### src/rtl/assert_macros.svh
// Assertion macros of the allocator datapath.
`ifndef ASSERT_MACROS_SVH
`define ASSERT_MACROS_SVH
`ifndef SYNTHESIS
`define BBA_ASSERT(lbl, prop, msg) \
    lbl: assert property (@(posedge aclk) disable iff (!aresetn) prop) else $error(msg);
`define BBA_ASSERT_IMPLY(lbl, pre, post, msg) \
    `BBA_ASSERT(lbl, (pre) |-> (post), msg)
`else
`define BBA_ASSERT(lbl, prop, msg)
`define BBA_ASSERT_IMPLY(lbl, pre, post, msg)
`endif
`endif

### src/rtl/bba_pkg.sv
// Types, constants and helpers of the buddy block allocator.
`default_nettype none
package bba_pkg;
    localparam int DEF_MIN_ORDER  = 12;
    localparam int DEF_NUM_ORDERS = 11;
    localparam int DEF_POOL_UNITS = 4096;

    localparam int CNT_W     = 13;
    localparam int ADDR_W    = 48;
    localparam int SIZE_W    = 32;
    localparam int ORD_W     = 6;
    localparam int STAT_W    = 3;
    localparam int TOP_W     = 3;
    localparam int CFG_IDX_W = 2;
    localparam int CFG_W     = 48;
    localparam int S_DATA_W  = 88;
    localparam int M_DATA_W  = 64;

    localparam logic [CFG_IDX_W-1:0] CFG_POOL_BASE  = 2'd0;
    localparam logic [CFG_IDX_W-1:0] CFG_TOP_BLOCKS = 2'd1;
    localparam logic [TOP_W-1:0]     TOP_RESET      = 3'd4;

    typedef enum logic [STAT_W-1:0] {
        RES_OK        = 3'd0,
        RES_NOMEM     = 3'd1,
        RES_BAD_SIZE  = 3'd2,
        RES_BAD_ORDER = 3'd3,
        RES_BAD_BLOCK = 3'd4
    } res_t;

    typedef enum logic [3:0] {
        S_CLEAR, S_IDLE, S_CHECK, S_SCAN_RD, S_SCAN_CHK,
        S_RMW_RD, S_RMW_WR, S_FREE_RD, S_FREE_WR, S_DONE
    } state_t;

    typedef struct packed {
        logic load_in;
        logic check;
        logic clr_step;
        logic scan_rd;
        logic scan_chk;
        logic rmw_wr;
        logic free_wr;
        logic finish;
    } cmd_t;

    typedef struct packed {
        logic top_wr;
        logic clr_last;
        logic chk_fail;
        logic is_free;
        logic scan_hit;
        logic scan_last;
        logic split_more;
        logic merge;
        logic out_full;
    } sts_t;

    // First bit of a level in the packed bitmap
    function automatic int level_start(input int units, input int lv);
        return 2 * units - 2 * (units >> lv);
    endfunction
endpackage
`default_nettype wire

### src/rtl/bba_ctrl.sv
// Controller state machine of the buddy allocator.
`default_nettype none
module bba_ctrl import bba_pkg::*; (
    input  wire logic aclk,
    input  wire logic aresetn,
    input  wire logic s_tvalid,
    output logic      s_tready,
    input  wire sts_t sts,
    output cmd_t      cmd
);
    state_t state_reg, state_next;

    always_ff @(posedge aclk) begin
        if (!aresetn) begin
            state_reg <= S_CLEAR;
        end else begin
            state_reg <= state_next;
        end
    end

    always_comb begin
        state_next = state_reg;
        case (state_reg)
            S_CLEAR:    if (sts.clr_last) state_next = S_IDLE;
            S_IDLE:     if (s_tvalid) state_next = S_CHECK;
            S_CHECK: begin
                if (sts.chk_fail) state_next = S_DONE;
                else if (sts.is_free) state_next = S_FREE_RD;
                else state_next = S_SCAN_RD;
            end
            S_SCAN_RD:  state_next = S_SCAN_CHK;
            S_SCAN_CHK: begin
                if (sts.scan_hit) state_next = S_RMW_RD;
                else if (sts.scan_last) state_next = S_DONE;
                else state_next = S_SCAN_RD;
            end
            S_RMW_RD:   state_next = S_RMW_WR;
            S_RMW_WR:   state_next = sts.split_more ? S_RMW_RD : S_DONE;
            S_FREE_RD:  state_next = S_FREE_WR;
            S_FREE_WR:  state_next = sts.merge ? S_FREE_RD : S_DONE;
            S_DONE:     if (!sts.out_full) state_next = S_IDLE;
            default:    state_next = S_CLEAR;
        endcase
        // restart the sweep on a new pool size
        if (sts.top_wr) begin
            state_next = S_CLEAR;
        end
    end

    always_comb begin
        cmd      = '0;
        s_tready = 1'b0;
        case (state_reg)
            S_CLEAR:    cmd.clr_step = !sts.top_wr;
            S_IDLE: begin
                s_tready    = 1'b1;
                cmd.load_in = s_tvalid;
            end
            S_CHECK:    cmd.check    = 1'b1;
            S_SCAN_RD:  cmd.scan_rd  = 1'b1;
            S_SCAN_CHK: cmd.scan_chk = 1'b1;
            S_RMW_WR:   cmd.rmw_wr   = 1'b1;
            S_FREE_WR:  cmd.free_wr  = 1'b1;
            S_DONE:     cmd.finish   = !sts.out_full;
            default:    cmd = '0;
        endcase
    end
endmodule
`default_nettype wire

### config.mk
export PLATFORM = sky130hd
export DESIGN_NAME = bba_ctrl
export DESIGN_NICKNAME = d
export VERILOG_FILES = /design/src/rtl/assert_macros.svh /design/src/rtl/bba_pkg.sv /design/src/rtl/bba_ctrl.sv
export SDC_FILE = /design/constraint.sdc
export NUM_CORES = 1
export LEC_CHECK = 0
export BUFFER_PORTS_ARGS = -buffer_cell sky130_fd_sc_hd__buf_2
export CAP_MARGIN = 20
export CORE_MARGIN = 10
export CORE_UTILIZATION = 25
export DETAILED_ROUTE_END_ITERATION = 12
export GPL_ROUTABILITY_DRIVEN = 0
export GPL_TIMING_DRIVEN = 0
export PLACE_DENSITY = 0.55
export SLEW_MARGIN = 20
export SYNTH_ARGS = -nofsm -noshare
export SYNTH_HDL_FRONTEND = slang
export SYNTH_SLANG_ARGS = --single-unit
### constraint.sdc
create_clock -name aclk -period 1.3 [get_ports aclk]
set_input_delay 0.325 -clock aclk [delete_from_list [all_inputs] [get_ports aclk]]
set_output_delay 0.325 -clock aclk [all_outputs]
set_load 0.03 [all_outputs]
==> run summary <==
Die Wd = 63.3 um
number of synthesized flops with an enable pin = 0
initial antenna violation count = 0
Slew Limit Headroom = 78.3%
area grow syn2layout = 95.7%
setup_tns = -1.82 ns
Least-Margin Pin Slew = 0.323 ns
1st-iter DRT viols = 15
result of the run = finished, violations left
cell taking the most area after synthesis = dfxtp_1
cell leakage power = 0.378 nW
Worst EP arrival = 1.19 ns
global-route wire length before repair = 2950 um
largest fanout on the critical path = 5
CTS Buf Count = 3
Reg-to-Reg Start = state_reg[1]
Setup WS pre-CTS = -0.0855 ns
die footprint = 4000 um^2
fill cell count = 170
syn nets = 72
largest net degree at the start of global routing = 11
Clock Skew = 0.000399 ns
synthesized instance count = 60
synth warn = 0
antenna viol nets, final = 0
RSZ-0062 raised after global routing = true
GRT Total Usage = 9.00%
layout cells sized above 1 = 65.6%
vias in the first global route = 642
Async SR Flop Fraction = 0%
R2R Path End = state_reg[3]
area fraction of the dominant cell type after synthesis = 17.1%
Reg2Reg Depth = 7
fin crit period = 1.51 ns
WS Path Type = register to output pin
Startpoint Class = register
top cells by area, synth = dfxtp_1 (17%), buf_4 (6.4%), nor2_1 (5.6%)
total clock sinks = 4
antenna fix cells = 0
Final Hold Fails = 0
HP Class = input port to register
max FFs per register = 4
required time of the critical path = 0.98 ns
Synth cell types = 32
crit path from = state_reg[2]
final worst slack = -0.214 ns
CTS tree = yes
Reg area = 92.6 um^2
core area = 1750 um^2
Power Density = 483 nW/um^2
CP Capture Point = cmd[5]
Initial Util = 26.8%
max-cap check violation count = 0
Worst Hold Launch = sts[8]
Site Rows = 15
routed vias = 593
ys flop type = dfxtp_1
crit share post-route = 116%
DR WL/cell = 14.7 um
fin nets = 110
FF+latch count, synth = 4
DR pass1 iterations = 4
Detailed Route WL = 1780 um
chip height = 63.3 um
Worst-path clk slew = 0.04 ns
Skew-Pair Late Insertion Delay = 0.23 ns
post-synthesis sequential area ratio = 17.1%
worst vdd ir = 0.592 mV
design area = 916 um^2
CTS Buffer Depth = 2
power after layout = 0.443 mW
Final Slew Violations = 0
Port Buf Inserts = 20
I/O pin total = 21
flop2flop setup slack = -0.11 ns
failing checks = negative setup slack
GRT overflow = 0
# DRC = 0
CTS root buffer = clkbuf_4
# setup viols final = 12
Mapped Avg Cell Area = 7.80 um^2
vias per std cell = 4.90
CTS H-tree depth = 1
CP Capture Type = output pin
Post-DP HPWL = 1180 um
f_max = 0.661 GHz
Multi-input gate area = 450 um^2
DP Area = 664 um^2
synthesized cell area = 468 um^2
-- Yosys cell counts, types with 2 or more instances --
library cell	count
o21ai_0	2
nor4_1	2
nor3_1	3
nand2b_1	4
dfxtp_1	4
nand4bb_1	2
nand3b_1	3
nor2_1	7
or3b_1	2
a32o_1	2
nor2b_1	4
buf_4	4
nand2_1	2
-- metrics by stage --
step	hold WS [ns]	util, %	std cells
after floorplan	0.514	-	60
after global placement	0.681	38.1	105
after detailed placement	0.685	38.1	105
after CTS	0.428	50.5	120
after global routing	0.465	52.5	121
final	0.437	52.5	121
-- cells in the final DEF, fill, tap and decap left out, drive strengths merged, types with 2 or more instances in the layout --
cell type and instances:
a32o 2, o21ai 2, nor3 3, dfxtp 4, nand2 2, nor4 2
nor2 7, nand3b 3, nand2b 4, nand4bb 2, nor2b 4, or3b 2
clkbuf 3, buf 38, a211oi 2
-- area by class of cell --
type / count / share of cell area [%]
timing repair buffer: 33 / 28.3
multi-input combinational: 51 / 49.2
buffer: 5 / 6.56
clock buffer: 3 / 2.46
sequential: 4 / 10.1
tap: 25 / 3.42
-- per-layer routing --
metal	up-vias	part of all wire, %	global-route usage [%]	wire length [um]
met5	-	0	0	0
met4	0	0	0.820	0
met3	0	5.4	4.77	97
met2	16	51	15.2	913
met1	278	43	10.1	771
li1	299	-	-	-
-- worst min-delay path by stage --
stage	endpoint	slack, ns	cells after the start
after detailed placement	state_reg[1]	0.69	4
after CTS	state_reg[1]	0.43	4
after global routing	state_reg[1]	0.47	4
after global placement	state_reg[1]	0.68	4
final	state_reg[1]	0.44	4
after floorplan	state_reg[1]	0.51	3
-- repair_timing --
item,4_1_cts,5_1_grt
endpoints found under the hold margin,0,0
buffers inserted,11,1
endpoints found under the setup margin,11,13
resized for setup,34,7
pin swaps,6,6
hold buffers,0,0
cloned,1,0
-- worst max-delay path: stages (launching register included) --
cell and delay (ns):
dfxtp_4 0.35, or2_4 0.29, nor4_4 0.15, buf_6 0.16
-- logic make-up after synthesis --
group,share of synthesized area (%)
buffers and inverters,7.49
multiplexers,2.14
AND/OR/NAND/NOR,48.7
flip-flops,17.1
AO/OA/AOI/OAI,24.6
-- where the power goes --
part / total [mW] / leakage [nW] / internal (mW) / switching (mW)
Sequential: 0.129 / 0.0352 / 0.123 / 0.00582
Clock: 0.151 / 0.0138 / 0.103 / 0.0476
Combinational: 0.163 / 0.329 / 0.0819 / 0.0810
Total: 0.443 / 0.378 / 0.308 / 0.134
No activity file was read; power rests on OpenSTA's default activity.
